### config.mk
export PLATFORM = sky130hd
export DESIGN_NAME = ulaw_wav_header_parser
export DESIGN_NICKNAME = d
export VERILOG_FILES = /design/src/hdl/uwhp_pkg.sv /design/src/hdl/uwhp_cfg.sv /design/src/hdl/uwhp_in_reg.sv /design/src/hdl/uwhp_parser.sv /design/src/hdl/ulaw_wav_header_parser.sv
export VERILOG_INCLUDE_DIRS = /design/src /design/src/hdl
export SDC_FILE = /design/constraint.sdc
export NUM_CORES = 1
export LEC_CHECK = 0
export BUFFER_PORTS_ARGS = -buffer_cell sky130_fd_sc_hd__clkbuf_2
export CAP_MARGIN = 20
export CELL_PAD_IN_SITES_DETAIL_PLACEMENT = 1
export CELL_PAD_IN_SITES_GLOBAL_PLACEMENT = 1
export CORE_MARGIN = 2
export CORE_UTILIZATION = 44
export CTS_CLUSTER_SIZE = 14
export DETAILED_ROUTE_END_ITERATION = 6
export PLACE_DENSITY_LB_ADDON = 0.1
export SYNTH_ARGS = -nofsm -noshare
export SYNTH_HDL_FRONTEND = slang
export SYNTH_SLANG_ARGS = --single-unit
### constraint.sdc
create_clock -name clk -period 4.4 [get_ports clk]
set_input_delay 0.22 -clock clk [delete_from_list [all_inputs] [get_ports clk]]
set_output_delay 0.22 -clock clk [all_outputs]
set_load 0.01 [all_outputs]
### src/hdl/assert_macros.svh
// Assertion macros shared by the RTL files of the header parser.
// Each macro samples on the rising edge of clk and is disabled during reset.
`ifndef ASSERT_MACROS_SVH
`define ASSERT_MACROS_SVH

`define ASSERT_CLK(lbl, prop, msg) \
	lbl: assert property (@(posedge clk) disable iff (!arst_n) prop) \
		else $error(msg);

`define ASSERT_NEVER(lbl, expr, msg) \
	lbl: assert property (@(posedge clk) disable iff (!arst_n) !(expr)) \
		else $error(msg);

`endif

### src/hdl/uwhp_pkg.sv
`timescale 1ns / 1ps
`default_nettype none

package uwhp_pkg;

	localparam int DEF_MAX_HEADER_BYTES = 1024;
	localparam int DATA_OFFSET_W = 11;
	localparam int CFG_INDEX_W = 8;
	localparam int CFG_DATA_W = 32;

	localparam logic [31:0] TAG_RIFF = 32'h5249_4646;
	localparam logic [31:0] TAG_WAVE = 32'h5741_5645;
	localparam logic [31:0] TAG_FMT = 32'h666D_7420;
	localparam logic [31:0] TAG_DATA = 32'h6461_7461;

	localparam int MIN_FILE_BYTES = 44;
	localparam logic [31:0] MIN_FMT_BYTES = 32'd16;
	localparam logic [15:0] REQ_BITS = 16'd8;
	localparam logic [15:0] REQ_CHANNELS = 16'd1;
	localparam logic [15:0] FMT_MULAW = 16'd7;

	localparam logic [CFG_INDEX_W-1:0] REG_REQUIRED_RATE = CFG_INDEX_W'(0);
	localparam logic [CFG_INDEX_W-1:0] REG_MIN_DATA_BYTES = CFG_INDEX_W'(1);

	localparam logic [31:0] RESET_REQUIRED_RATE = 32'd8000;
	localparam logic [15:0] RESET_MIN_DATA_BYTES = 16'd160;

	typedef enum logic [3:0] {
		PH_RIFF,
		PH_RIFFSIZE,
		PH_WAVE,
		PH_HDR,
		PH_BODY,
		PH_PAD
	} phase_t;

	typedef struct packed {
		logic [7:0] byte_value;
		logic       last_byte;
	} item_t;

	typedef struct packed {
		logic [31:0] required_rate;
		logic [15:0] min_data_bytes;
	} cfg_t;

	typedef struct packed {
		logic                     accepted;
		logic [DATA_OFFSET_W-1:0] data_offset;
		logic [31:0]              data_length;
	} result_t;

endpackage

`default_nettype wire

### src/hdl/uwhp_cfg.sv
`timescale 1ns / 1ps
`default_nettype none

module uwhp_cfg (
	input  wire logic                                clk,
	input  wire logic                                arst_n,
	input  wire logic                                cfg_valid,
	output logic                                     cfg_ready,
	input  wire logic [uwhp_pkg::CFG_INDEX_W-1:0]    cfg_index,
	input  wire logic [uwhp_pkg::CFG_DATA_W-1:0]     cfg_data,
	output uwhp_pkg::cfg_t                           cfg
);

	logic [31:0] rate_q;
	logic [15:0] min_len_q;

	assign cfg_ready = 1'b1;

	always_ff @(posedge clk or negedge arst_n) begin
		if (!arst_n) begin
			rate_q    <= uwhp_pkg::RESET_REQUIRED_RATE;
			min_len_q <= uwhp_pkg::RESET_MIN_DATA_BYTES;
		end else if (cfg_valid) begin
			unique case (cfg_index)
				uwhp_pkg::REG_REQUIRED_RATE: begin
					rate_q <= cfg_data[31:0];
				end
				uwhp_pkg::REG_MIN_DATA_BYTES: begin
					min_len_q <= cfg_data[15:0];
				end
				default: begin
				end
			endcase
		end
	end

	assign cfg.required_rate  = rate_q;
	assign cfg.min_data_bytes = min_len_q;

endmodule

`default_nettype wire

### src/hdl/uwhp_in_reg.sv
`timescale 1ns / 1ps
`default_nettype none
`include "assert_macros.svh"

module uwhp_in_reg (
	input  wire logic       clk,
	input  wire logic       arst_n,
	input  wire logic       in_valid,
	output logic            in_ready,
	input  wire logic [7:0] byte_value,
	input  wire logic       last_byte,
	input  wire logic       go,
	output logic            valid_s1,
	output uwhp_pkg::item_t item_s1
);

	logic            v_s1;
	uwhp_pkg::item_t data_s1;

	// The stage refills in the same cycle in which its item moves on.
	assign in_ready = !v_s1 || go;

	always_ff @(posedge clk or negedge arst_n) begin
		if (!arst_n) begin
			v_s1 <= 1'b0;
		end else if (in_ready) begin
			v_s1 <= in_valid;
		end
	end

	always_ff @(posedge clk) begin
		if (in_ready && in_valid) begin
			data_s1.byte_value <= byte_value;
			data_s1.last_byte  <= last_byte;
		end
	end

	assign valid_s1 = v_s1;
	assign item_s1  = data_s1;

	`ASSERT_CLK(a_stage_holds, v_s1 && !go |=> v_s1 && $stable(data_s1), "stalled item lost")

endmodule

`default_nettype wire

### src/hdl/uwhp_parser.sv
`timescale 1ns / 1ps
`default_nettype none
`include "assert_macros.svh"

module uwhp_parser #(
	parameter int MAX_HEADER_BYTES = uwhp_pkg::DEF_MAX_HEADER_BYTES
) (
	input  wire logic         clk,
	input  wire logic         arst_n,
	input  wire logic         step,
	input  uwhp_pkg::item_t   item,
	input  uwhp_pkg::cfg_t    cfg,
	output uwhp_pkg::result_t res
);

	localparam int PW = $clog2(MAX_HEADER_BYTES + 1);
	localparam int OffW = uwhp_pkg::DATA_OFFSET_W;
	localparam logic [PW-1:0] MaxPos = PW'(MAX_HEADER_BYTES);
	localparam logic [PW-1:0] MinFile = PW'(uwhp_pkg::MIN_FILE_BYTES);

	uwhp_pkg::phase_t phase_q, nx_phase;
	logic [PW-1:0]    pos_q, nx_pos;
	logic [31:0]      tag_q, nx_tag;
	logic [31:0]      size_q, nx_size;
	logic [31:0]      skip_q, nx_skip;
	logic [63:0]      fmt_q, nx_fmt;
	logic [15:0]      bits_q, nx_bits;
	logic [2:0]       hdr_q, nx_hdr;
	logic [4:0]       bidx_q, nx_bidx;
	logic             have_fmt_q, nx_have_fmt;
	logic             pending_q, nx_pending;
	logic             decided_q, nx_decided;
	logic [PW-1:0]    found_off_q, nx_found_off;
	logic [31:0]      found_len_q, nx_found_len;
	logic             take;
	logic             ok;

	assign take = step && !decided_q && (pos_q < MaxPos);

	always_comb begin
		logic [7:0]  b;
		logic [31:0] tag_sh;
		logic        fmt_ok;
		b      = item.byte_value;
		tag_sh = {tag_q[23:0], b};
		fmt_ok = 1'b0;

		nx_phase     = phase_q;
		nx_pos       = pos_q;
		nx_tag       = tag_q;
		nx_size      = size_q;
		nx_skip      = skip_q;
		nx_fmt       = fmt_q;
		nx_bits      = bits_q;
		nx_hdr       = hdr_q;
		nx_bidx      = bidx_q;
		nx_have_fmt  = have_fmt_q;
		nx_pending   = pending_q;
		nx_decided   = decided_q;
		nx_found_off = found_off_q;
		nx_found_len = found_len_q;

		if (take) begin
			nx_pos = pos_q + PW'(1);
			unique case (phase_q)
				uwhp_pkg::PH_RIFF: begin
					nx_tag = tag_sh;
					if (pos_q == PW'(3)) begin
						if (tag_sh != uwhp_pkg::TAG_RIFF) begin
							nx_decided = 1'b1;
							nx_pending = 1'b0;
						end else begin
							nx_phase = uwhp_pkg::PH_RIFFSIZE;
						end
					end
				end
				uwhp_pkg::PH_RIFFSIZE: begin
					if (pos_q == PW'(7)) begin
						nx_phase = uwhp_pkg::PH_WAVE;
						nx_tag   = '0;
					end
				end
				uwhp_pkg::PH_WAVE: begin
					nx_tag = tag_sh;
					if (pos_q == PW'(11)) begin
						if (tag_sh != uwhp_pkg::TAG_WAVE) begin
							nx_decided = 1'b1;
							nx_pending = 1'b0;
						end else begin
							nx_phase = uwhp_pkg::PH_HDR;
							nx_hdr   = '0;
							nx_tag   = '0;
							nx_size  = '0;
						end
					end
				end
				uwhp_pkg::PH_HDR: begin
					if (!hdr_q[2]) begin
						nx_tag = tag_sh;
					end else begin
						nx_size[{hdr_q[1:0], 3'b000} +: 8] = b;
					end
					nx_hdr = hdr_q + 3'd1;
					if (hdr_q == 3'd7) begin
						if (nx_tag == uwhp_pkg::TAG_DATA) begin
							nx_decided = 1'b1;
							if (have_fmt_q && nx_size != '0
									&& nx_size >= {16'd0, cfg.min_data_bytes}) begin
								nx_pending   = 1'b1;
								nx_found_off = nx_pos;
								nx_found_len = nx_size;
							end else begin
								nx_pending = 1'b0;
							end
						end else if (nx_tag == uwhp_pkg::TAG_FMT
								&& nx_size < uwhp_pkg::MIN_FMT_BYTES) begin
							nx_decided = 1'b1;
							nx_pending = 1'b0;
						end else begin
							nx_fmt  = '0;
							nx_bits = '0;
							nx_bidx = '0;
							nx_skip = nx_size;
							if (nx_size == '0) begin
								// An empty chunk cannot be fmt and has no pad byte.
								nx_phase = uwhp_pkg::PH_HDR;
								nx_hdr   = '0;
								nx_tag   = '0;
								nx_size  = '0;
							end else begin
								nx_phase = uwhp_pkg::PH_BODY;
							end
						end
					end
				end
				uwhp_pkg::PH_BODY: begin
					if (tag_q == uwhp_pkg::TAG_FMT) begin
						if (bidx_q[4:3] == 2'b00) begin
							nx_fmt[{bidx_q[2:0], 3'b000} +: 8] = b;
						end else if (bidx_q == 5'd14) begin
							nx_bits[7:0] = b;
						end else if (bidx_q == 5'd15) begin
							nx_bits[15:8] = b;
						end
					end
					if (bidx_q != 5'd16) begin
						nx_bidx = bidx_q + 5'd1;
					end
					nx_skip = skip_q - 32'd1;
					fmt_ok = (nx_fmt[15:0] == uwhp_pkg::FMT_MULAW)
						&& (nx_fmt[31:16] == uwhp_pkg::REQ_CHANNELS)
						&& (nx_fmt[63:32] == cfg.required_rate)
						&& (nx_bits == uwhp_pkg::REQ_BITS);
					if (nx_skip == '0) begin
						if (tag_q == uwhp_pkg::TAG_FMT && !fmt_ok) begin
							nx_decided = 1'b1;
							nx_pending = 1'b0;
						end else begin
							if (tag_q == uwhp_pkg::TAG_FMT) begin
								nx_have_fmt = 1'b1;
							end
							if (size_q[0]) begin
								nx_phase = uwhp_pkg::PH_PAD;
							end else begin
								nx_phase = uwhp_pkg::PH_HDR;
								nx_hdr   = '0;
								nx_tag   = '0;
								nx_size  = '0;
							end
						end
					end
				end
				uwhp_pkg::PH_PAD: begin
					nx_phase = uwhp_pkg::PH_HDR;
					nx_hdr   = '0;
					nx_tag   = '0;
					nx_size  = '0;
				end
				default: begin
					nx_decided = 1'b1;
					nx_pending = 1'b0;
				end
			endcase
		end
	end

	always_comb begin
		ok = nx_decided && nx_pending && (nx_pos >= MinFile);
		res.accepted    = ok;
		res.data_offset = ok ? OffW'(nx_found_off) : '0;
		res.data_length = ok ? nx_found_len : '0;
	end

	always_ff @(posedge clk or negedge arst_n) begin
		if (!arst_n) begin
			phase_q     <= uwhp_pkg::PH_RIFF;
			pos_q       <= '0;
			tag_q       <= '0;
			size_q      <= '0;
			skip_q      <= '0;
			fmt_q       <= '0;
			bits_q      <= '0;
			hdr_q       <= '0;
			bidx_q      <= '0;
			have_fmt_q  <= 1'b0;
			pending_q   <= 1'b0;
			decided_q   <= 1'b0;
			found_off_q <= '0;
			found_len_q <= '0;
		end else if (step) begin
			if (item.last_byte) begin
				phase_q     <= uwhp_pkg::PH_RIFF;
				pos_q       <= '0;
				tag_q       <= '0;
				size_q      <= '0;
				skip_q      <= '0;
				fmt_q       <= '0;
				bits_q      <= '0;
				hdr_q       <= '0;
				bidx_q      <= '0;
				have_fmt_q  <= 1'b0;
				pending_q   <= 1'b0;
				decided_q   <= 1'b0;
				found_off_q <= '0;
				found_len_q <= '0;
			end else begin
				phase_q     <= nx_phase;
				pos_q       <= nx_pos;
				tag_q       <= nx_tag;
				size_q      <= nx_size;
				skip_q      <= nx_skip;
				fmt_q       <= nx_fmt;
				bits_q      <= nx_bits;
				hdr_q       <= nx_hdr;
				bidx_q      <= nx_bidx;
				have_fmt_q  <= nx_have_fmt;
				pending_q   <= nx_pending;
				decided_q   <= nx_decided;
				found_off_q <= nx_found_off;
				found_len_q <= nx_found_len;
			end
		end
	end

	`ASSERT_CLK(a_pending_decided, pending_q |-> decided_q, "verdict held before decision")
	`ASSERT_CLK(a_offset_floor, pending_q |-> found_off_q >= MinFile, "data offset too small")
	`ASSERT_CLK(a_clear_after_last, step && item.last_byte |=> pos_q == '0 && !decided_q, "parse state not cleared")

endmodule

`default_nettype wire

### src/hdl/ulaw_wav_header_parser.sv
// The byte marked last passes the input register; its verdict then enters the result
// register. Throughput: one header byte per cycle, the parse state being updated from
// the input register; only a last byte waits, while an untaken result is held.
// Reset: arst_n clears the parse state, the handshake stages and sets the rate and
// minimum length registers to 8000 and 160.
`timescale 1ns / 1ps
`default_nettype none
`include "assert_macros.svh"

module ulaw_wav_header_parser #(
	parameter int MAX_HEADER_BYTES = uwhp_pkg::DEF_MAX_HEADER_BYTES
) (
	input  wire logic                               clk,
	input  wire logic                               arst_n,
	input  wire logic                               in_valid,
	output logic                                    in_ready,
	input  wire logic [7:0]                         byte_value,
	input  wire logic                               last_byte,
	output logic                                    out_valid,
	input  wire logic                               out_ready,
	output logic                                    accepted,
	output logic [uwhp_pkg::DATA_OFFSET_W-1:0]      data_offset,
	output logic [31:0]                             data_length,
	input  wire logic                               cfg_valid,
	output logic                                    cfg_ready,
	input  wire logic [uwhp_pkg::CFG_INDEX_W-1:0]   cfg_index,
	input  wire logic [uwhp_pkg::CFG_DATA_W-1:0]    cfg_data
);

	uwhp_pkg::cfg_t    cfg;
	uwhp_pkg::item_t   item_s1;
	uwhp_pkg::result_t res;
	uwhp_pkg::result_t res_s2;
	logic              valid_s1;
	logic              valid_s2;
	logic              go;

	// A byte without the last mark never needs the result register.
	assign go = valid_s1 && (!item_s1.last_byte || !valid_s2 || out_ready);

	uwhp_cfg u_cfg (
		.clk       (clk),
		.arst_n    (arst_n),
		.cfg_valid (cfg_valid),
		.cfg_ready (cfg_ready),
		.cfg_index (cfg_index),
		.cfg_data  (cfg_data),
		.cfg       (cfg)
	);

	uwhp_in_reg u_in_reg (
		.clk        (clk),
		.arst_n     (arst_n),
		.in_valid   (in_valid),
		.in_ready   (in_ready),
		.byte_value (byte_value),
		.last_byte  (last_byte),
		.go         (go),
		.valid_s1   (valid_s1),
		.item_s1    (item_s1)
	);

	uwhp_parser #(
		.MAX_HEADER_BYTES (MAX_HEADER_BYTES)
	) u_parser (
		.clk    (clk),
		.arst_n (arst_n),
		.step   (go),
		.item   (item_s1),
		.cfg    (cfg),
		.res    (res)
	);

	always_ff @(posedge clk or negedge arst_n) begin
		if (!arst_n) begin
			valid_s2 <= 1'b0;
		end else if (go && item_s1.last_byte) begin
			valid_s2 <= 1'b1;
		end else if (out_ready) begin
			valid_s2 <= 1'b0;
		end
	end

	always_ff @(posedge clk) begin
		if (go && item_s1.last_byte) begin
			res_s2 <= res;
		end
	end

	assign out_valid   = valid_s2;
	assign accepted    = res_s2.accepted;
	assign data_offset = res_s2.data_offset;
	assign data_length = res_s2.data_length;

	`ASSERT_CLK(a_reject_zero, valid_s2 && !res_s2.accepted |-> res_s2.data_offset == '0 && res_s2.data_length == '0, "rejected result carries data")

endmodule

`default_nettype wire

* Yosys cells after proc, flatten, opt, wreduce, memory -nomap -nowiden *
Cells that the tools add are included.

operators by class
  shifts and indexed selects = 4
  $add $sub $neg = 6
  magnitude comparators = 4
  multiplexer cells = 143
  reductions and logical operators = 46
  equal/unequal tests = 35

operators by type and width
  kind                      number
  $mux W32                  40
  $mux W64                  9
  $pmux W32 S6              1
  $mux W16                  9
  $pmux W32 S4              1
  $pmux W64 S2              1
  $eq A32 B31 Y1 const B    3
  $mux W11                  8
  $bwmux W64                1
  $logic_not A32 Y1         2
  $ne A32 B31 Y1 const B    2
  $pmux W32 S2              1
  $shift A8 B8 Y64 const A  1
  $shiftx A8 B8 Y64         1
  $mux W4                   12
  $mux W3                   13
  $bwmux W32                1
  $eq A32 B32 Y1            1
  $ge A32 B16 Y1            1
  $lt A32 B5 Y1 const B     1
  $pmux W16 S2              1
  $reduce_bool A32 Y1       1
  $shift A8 B7 Y32 const A  1
  $shiftx A8 B7 Y32         1
  47 further kinds          125

storage, ports and cells
  bits in registers = 348
  logic and storage cells = 262
  input bits = 54
  output and inout bits = 47

* Depth between registers and ports, before layout *
  depth in word-level cells = 19
  gate-level depth with buffers = 20
  gate-level depth less buffers = 17

* Hierarchy *
A second synthesis with hierarchy kept.

unflattened totals
  cells, all modules = 1979
  area total of the unflattened synthesis = 18960.7 um^2

by module, submodules not included
  module                  area each (um^2)  instances  cells each  sequential area each (um^2)
  uwhp_parser             15372.2           1          1808        6105.9
  uwhp_cfg                1879.3            1          108         1211.2
  ulaw_wav_header_parser  1385.1            1          50          1346.3
  uwhp_in_reg             324.1             1          13          295.3

* Worst setup path after synthesis *
OpenSTA, ideal clock, no wires.

  path type = reg-to-reg
  start point = reg u_parser.bidx_q[0]
  end point = reg res_s2, in the netlist data_length[0], data pin
  path slack = -0.137 ns
  library setup time = 0.279 ns
  data arrival time = 4.258 ns
  clock period less this slack = 4.537 ns
  path buffers = 6
  stages on the path, launching flop included = 20
  required time = 4.121 ns
  cell sequence = dfrtp_1 > clkbuf_1 > clkbuf_1 > inv_1 > ha_1 > ha_1 > buf_2 > nor4b_1 > and3_1 > nand4_1 > mux2_2 > a2111oi_0 > nand4_1 > and4b_1 > and2_1 > buf_4 > o21a_1 > buf_4 > buf_4 > nor4_2

on the way
  longest elaborated chain between the ends = 19
  elaborated cells on any way between the ends = 36
  classes of those cells = add/sub: 1; eq/ne: 6; shift: 2; mux: 20; reduce/logical: 7

RTL lines
  element                                                       line                                    RTL
  from (decl)                                                   uwhp_parser.sv:29                       logic [4:0] bidx_q, nx_bidx;
  from (signal assigned)                                        uwhp_parser.sv:235                      bidx_q <= nx_bidx;
  $neg A6 Y8                                                    uwhp_parser.sv:139                      nx_fmt[{bidx_q[2:0], 3'b000} +: 8] = b;
  $shiftx A8 B8 Y64 / $shift A8 B8 Y64 (equally long branches)  uwhp_parser.sv:139
  $bwmux W64                                                    uwhp_parser.sv:139
  $mux W64                                                      uwhp_parser.sv:138                      if (bidx_q[4:3] == 2'b00) begin
  $mux W64                                                      uwhp_parser.sv:137                      if (tag_q == uwhp_pkg::TAG_FMT) begin
  $mux W64                                                      uwhp_parser.sv:65                       unique case (phase_q)
  $mux W64                                                      uwhp_parser.sv:63                       if (take) begin
  $eq A16 B3 Y1 / $eq A16 B1 Y1 (equally long branches)         uwhp_parser.sv:150, uwhp_parser.sv:151
  [2 not listed]                                                --
  $logic_and A1 B1 Y1 (*)                                       uwhp_parser.sv:153                      && (nx_bits == uwhp_pkg::REQ_BITS);
  $logic_not A1 Y1 (*)                                          uwhp_parser.sv:155                      if (tag_q == uwhp_pkg::TAG_FMT && !fmt_ok) begin
  $logic_and A1 B1 Y1 (*)                                       uwhp_parser.sv:155
  $mux W1                                                       uwhp_parser.sv:155
  $mux W1                                                       uwhp_parser.sv:154                      if (nx_skip == '0) begin
  $pmux W1 S5                                                   uwhp_parser.sv:65
  $mux W1                                                       uwhp_parser.sv:63
  $logic_and A1 B1 Y1 (*) (2 in series)                         uwhp_parser.sv:188                      ok = nx_decided && nx_pending && (nx_pos >= MinFile);
  to (signal assigned)                                          ulaw_wav_header_parser.sv:86            res_s2 <= res;
  to (decl)                                                     ulaw_wav_header_parser.sv:33            uwhp_pkg::result_t res_s2;

Mark *: on every way between the ends. The rest lies on a longest branch, timed or not. The select of a mux whose other input is x is not followed.
A chain may end at the register's enable or synchronous reset.

* Worst setup path after layout *
  start point = reg u_parser.tag_q[4]
  end point = reg u_parser.size_q[23]

on the way
  longest elaborated chain between the ends = 12
  elaborated cells on any way between the ends = 32
  classes of those cells = eq/ne: 10; mux: 15; reduce/logical: 7

RTL lines
  element                                                line                                    RTL
  from (decl)                                            uwhp_parser.sv:23                       logic [31:0] tag_q, nx_tag;
  from (signal assigned)                                 uwhp_parser.sv:229                      tag_q <= nx_tag;
  $eq A32 B31 Y1                                         uwhp_parser.sv:137, uwhp_parser.sv:155
  $mux W64                                               uwhp_parser.sv:137
  $mux W64                                               uwhp_parser.sv:65
  $mux W64                                               uwhp_parser.sv:63
  $eq A16 B3 Y1 / $eq A16 B1 Y1 (equally long branches)  uwhp_parser.sv:150, uwhp_parser.sv:151
  $logic_and A1 B1 Y1                                    uwhp_parser.sv:151                      && (nx_fmt[31:16] == uwhp_pkg::REQ_CHANNELS)
  $logic_and A1 B1 Y1                                    uwhp_parser.sv:152                      && (nx_fmt[63:32] == cfg.required_rate)
  $logic_and A1 B1 Y1                                    uwhp_parser.sv:153
  $logic_not A1 Y1                                       uwhp_parser.sv:155
  $logic_and A1 B1 Y1                                    uwhp_parser.sv:155
  $ne A3 B3 Y1 (no source line)                          --
  $reduce_and A8 Y1 (no source line)                     --
  to (signal assigned)                                   uwhp_parser.sv:230                      size_q <= nx_size;
  to (decl)                                              uwhp_parser.sv:24                       logic [31:0] size_q, nx_size;

Parallel ways exist; a longest one is shown, timed or not. The select of a mux whose other input is x is not followed.

==> metrics.md <==
| Metric | Value |
|---|---|
| Status | `completed` |
| WHS | `0.189 ns` |
| Final Hold Viols | `0` |
| Synth top area share | `36.2%` |
| Worst-Skew Late Latency | `0.57 ns` |
| Required time of the critical path | `4.83 ns` |
| LEAKAGE | `10.3 nW` |
| Pin count of the biggest net entering global routing | `120` |
| Area delta synth->final | `20.2%` |
| Power density over the cells | `336 nW/um^2` |
| Worst relative slew slack | `30.9%` |
| Setup violators final | `0` |
| FP Rows | `77` |
| Max VDD drop | `0.000326 V` |
| All-Layer GR Usage | `31.7%` |
| Crit path kind | `register to register` |
| Mean area per synthesized cell | `9.43 um^2` |
| Starting Density | `44.6%` |
| Average wire per standard cell | `25.2 um` |
| Multi-input gate area | `10100 um^2` |
| Area after DPL | `21900 um^2` |
| Synth Instances | `2098` |
| Crit-path cells | `nor4b_2 -> nand4_1 -> buf_4 -> or3_4 -> nor4b_1 -> a21oi_1 -> nand4b_1 -> nor4b_4 -> and2_4 -> buf_12 -> buf_4 -> a21oi_4 -> buf_12 -> mux2_4` |
| Die height | `216 um` |
| Total Wirelength | `74000 um` |
| Worst hold-check path type | `input pin to register` |
| Post-synthesis register bit count | `347` |
| Width of the die | `216 um` |
| Share of cells above drive strength 1 | `21.2%` |
| Antenna-violating nets left | `0` |
| GRT overflow | `0` |
| Arr. time, crit path | `4.83 ns` |
| Clock transition at the registers of the reported paths | `0.06 ns` |
| Syn Nets | `2182` |
| Crit path time final | `4.40 ns` |
| Initial DRC count | `1519` |
| Post-synth EDFFs | `53` |
| Most frequent cells in the layout | `dfrtp_1, nand2_1, o21ai_0` |
| Share of flip-flops with an asynchronous set or reset | `84.7%` |
| TritonCTS clock tree | `yes` |
| Routed via count | `18100` |
| Die area | `46700 um^2` |
| Setup Skew | `0.0219 ns` |
| CTS Sinks | `347` |
| DR pass1 iterations | `5` |
| Worst Setup Start Kind | `register` |
| # DRC | `0` |
| Critical Path Sink Type | `register` |
| # fillers | `5048` |
| Final #Nets | `2397` |
| Pins Over Slew Limit | `0` |
| H-Tree Depth | `2` |
| I/O Buffers | `99` |
| Yosys warns | `0` |
| Final period utilization | `100%` |
| RePlAce Congestion | `0.957` |
| Vias in the first global route | `18900` |
| Synthesized area | `19800 um^2` |
| Storage cell area | `8960 um^2` |
| CP max stage cell | `nor4b_2` |
| First-pass GRT wire length | `114000 um` |
| Initial antenna violation count | `1` |
| Max Fclk | `0.227 GHz` |
| Final instance area | `23800 um^2` |
| Cts bufs inserted | `40` |
| Clk buf depth | `3` |
| Avg Vias per Cell | `6.16` |
| Worst-margin pin slew | `1.04 ns` |
| Post-synthesis cell type count | `91` |
| Top_reg_cell synth | `dfrtp_1` |
| Crit path largest cell delay | `0.46 ns` |
| Crit Path Max Fanout | `20` |
| Yosys top cell by area | `dfrtp_1` |
| Commonest non-fill, non-tap cell in the layout | `dfrtp_1` |
| Max-cap check violation count | `0` |
| Ports | `101` |
| Post-DP HPWL | `53100 um` |
| CORE AREA | `44300 um^2` |
| Synth area leaders | `dfrtp_1, edfxtp_1, o21ai_0` |
| Register area share after synthesis | `45.3%` |
| Root Driver | `clkbuf_16` |
## cell type report
cell class | count | area share (%)
multi-input combinational | 1541 | 42.6
sequential | 347 | 37.7
timing repair buffer | 304 | 9.97
clock buffer | 59 | 4.89
tap | 592 | 3.12
inverter | 79 | 1.25
clock inverter | 12 | 0.495
antenna | 1 | 0.0105
## power by group
group,leakage [nW],switching (mW),internal (mW),total [mW]
clock network,0.636,1.38,1.95,3.33
logic,5.08,0.682,0.410,1.09
registers,4.59,0.183,3.37,3.56
## through the flow
| stage | setup TNS [ns] | power, mW | util (%) | worst slack [ns] | std cells |
|---|---|---|---|---|---|
| 2_1_floorplan | 0 | 4.15 | - | 0.0317 | 2098 |
| 3_3_place_gp | -0.618 | 4.61 | 49.4 | -0.0229 | 2814 |
| 3_5_place_dp | -2.36 | 4.64 | 49.4 | -0.0654 | 2814 |
| 4_1_cts | 0 | 8.02 | 53.3 | 0.00471 | 2931 |
| 5_1_grt | -0.102 | 8.26 | 53.6 | -0.0228 | 2934 |
| 6_report | 0 | 7.98 | 53.6 | 0.00188 | 2935 |
## cells by family (layout without fill, tap and decap cells)
family	after synthesis	in the layout	share of synthesized area [%]
simple gates	803	803	22.1
compound gates	544	544	17.2
flops	347	347	45.3
buf+inv	210	454	4.45
mux	124	124	7.35
xor+xnor	39	39	1.73
fa+ha+maj	30	30	1.90
other cells	1	2	0.0190
## worst max-delay path, delay by kind of cell (launching register included)
family,cells,cell delay [ns]
buffers and inverters,4,0.70
AOI/OAI and AO/OA,2,0.21
muxes,1,0.31
DFF,1,0.40
and+or+nand+nor,7,2.63
## timing repair
item | 4_1_cts | 5_1_grt
endpoints found under the setup margin | 78 | 160
hold endpoints to repair | 176 | 0
pin swaps | 4 | 5
buffers inserted | 1 | 3
hold buffers | 45 | 0
cloned | 0 | 0
gates resized for setup | 7 | 25
## layer usage
metal | GRT usage, % | vias to the layer above | share of wire (%)
met3 | 6.20 | 112 | 6.2
met5 | 0 | - | 0.024
met2 | 49.7 | 538 | 46
met1 | 45.0 | 9290 | 46
li1 | - | 8134 | -
met4 | 8.24 | 2 | 2.1
## registers in the layout (all words and copies together) (netlist names)
signal,flops
u_parser.fmt_q,64
data_length,32
u_cfg.rate_q,32
u_parser.found_len_q,32
u_parser.size_q,32
u_parser.skip_q,32
u_parser.tag_q,32
u_cfg.min_len_q,16
u_parser.bits_q,16
data_offset,11
u_parser.found_off_q,11
u_parser.pos_q,11
u_in_reg.item_s1,9
u_parser.bidx_q,5
u_parser.hdr_q,3
u_parser.phase_q,3
accepted,1
out_valid,1
u_in_reg.valid_s1,1
u_parser.decided_q,1
u_parser.have_fmt_q,1
u_parser.pending_q,1
## synth_stat cells, types with 34 or more instances
master and instances:
nand4_1 41, nor4_1 34, nand3_1 37, nor2_1 194, nand2_1 245, a22oi_1 37
o21ai_0 222, nor3_1 46, mux2i_1 44, edfxtp_1 53, dfrtp_1 286, nor4_2 38
a22o_1 40, inv_1 74, clkbuf_1 97, mux2_2 46, a21oi_1 97
## final timing paths
| check | startpoint | to | slack, ns | depth (start not counted) |
|---|---|---|---|---|
| max reg2reg | u_parser.tag_q[4]$_DFFE_PN0P_ | u_parser.size_q[23]$_DFFE_PN0P_ | 0.002 | 14 |
| max | u_parser.tag_q[4]$_DFFE_PN0P_ | u_parser.size_q[23]$_DFFE_PN0P_ | 0.002 | 14 |
| min | cfg_index[0] | u_cfg.rate_q[14]$_DFFE_PN0P_ | 0.19 | 4 |
| min in group asynchronous | arst_n | u_parser.bits_q[10]$_DFFE_PN0P_ | 0.28 | 2 |
| max in group asynchronous | arst_n | u_parser.found_len_q[9]$_DFFE_PN0P_ | 2.91 | 3 |
| min reg2reg | u_parser.bits_q[8]$_DFFE_PN0P_ | u_parser.bits_q[8]$_DFFE_PN0P_ | 0.48 | 2 |
Note: power is estimated with default switching activity, not from simulation.
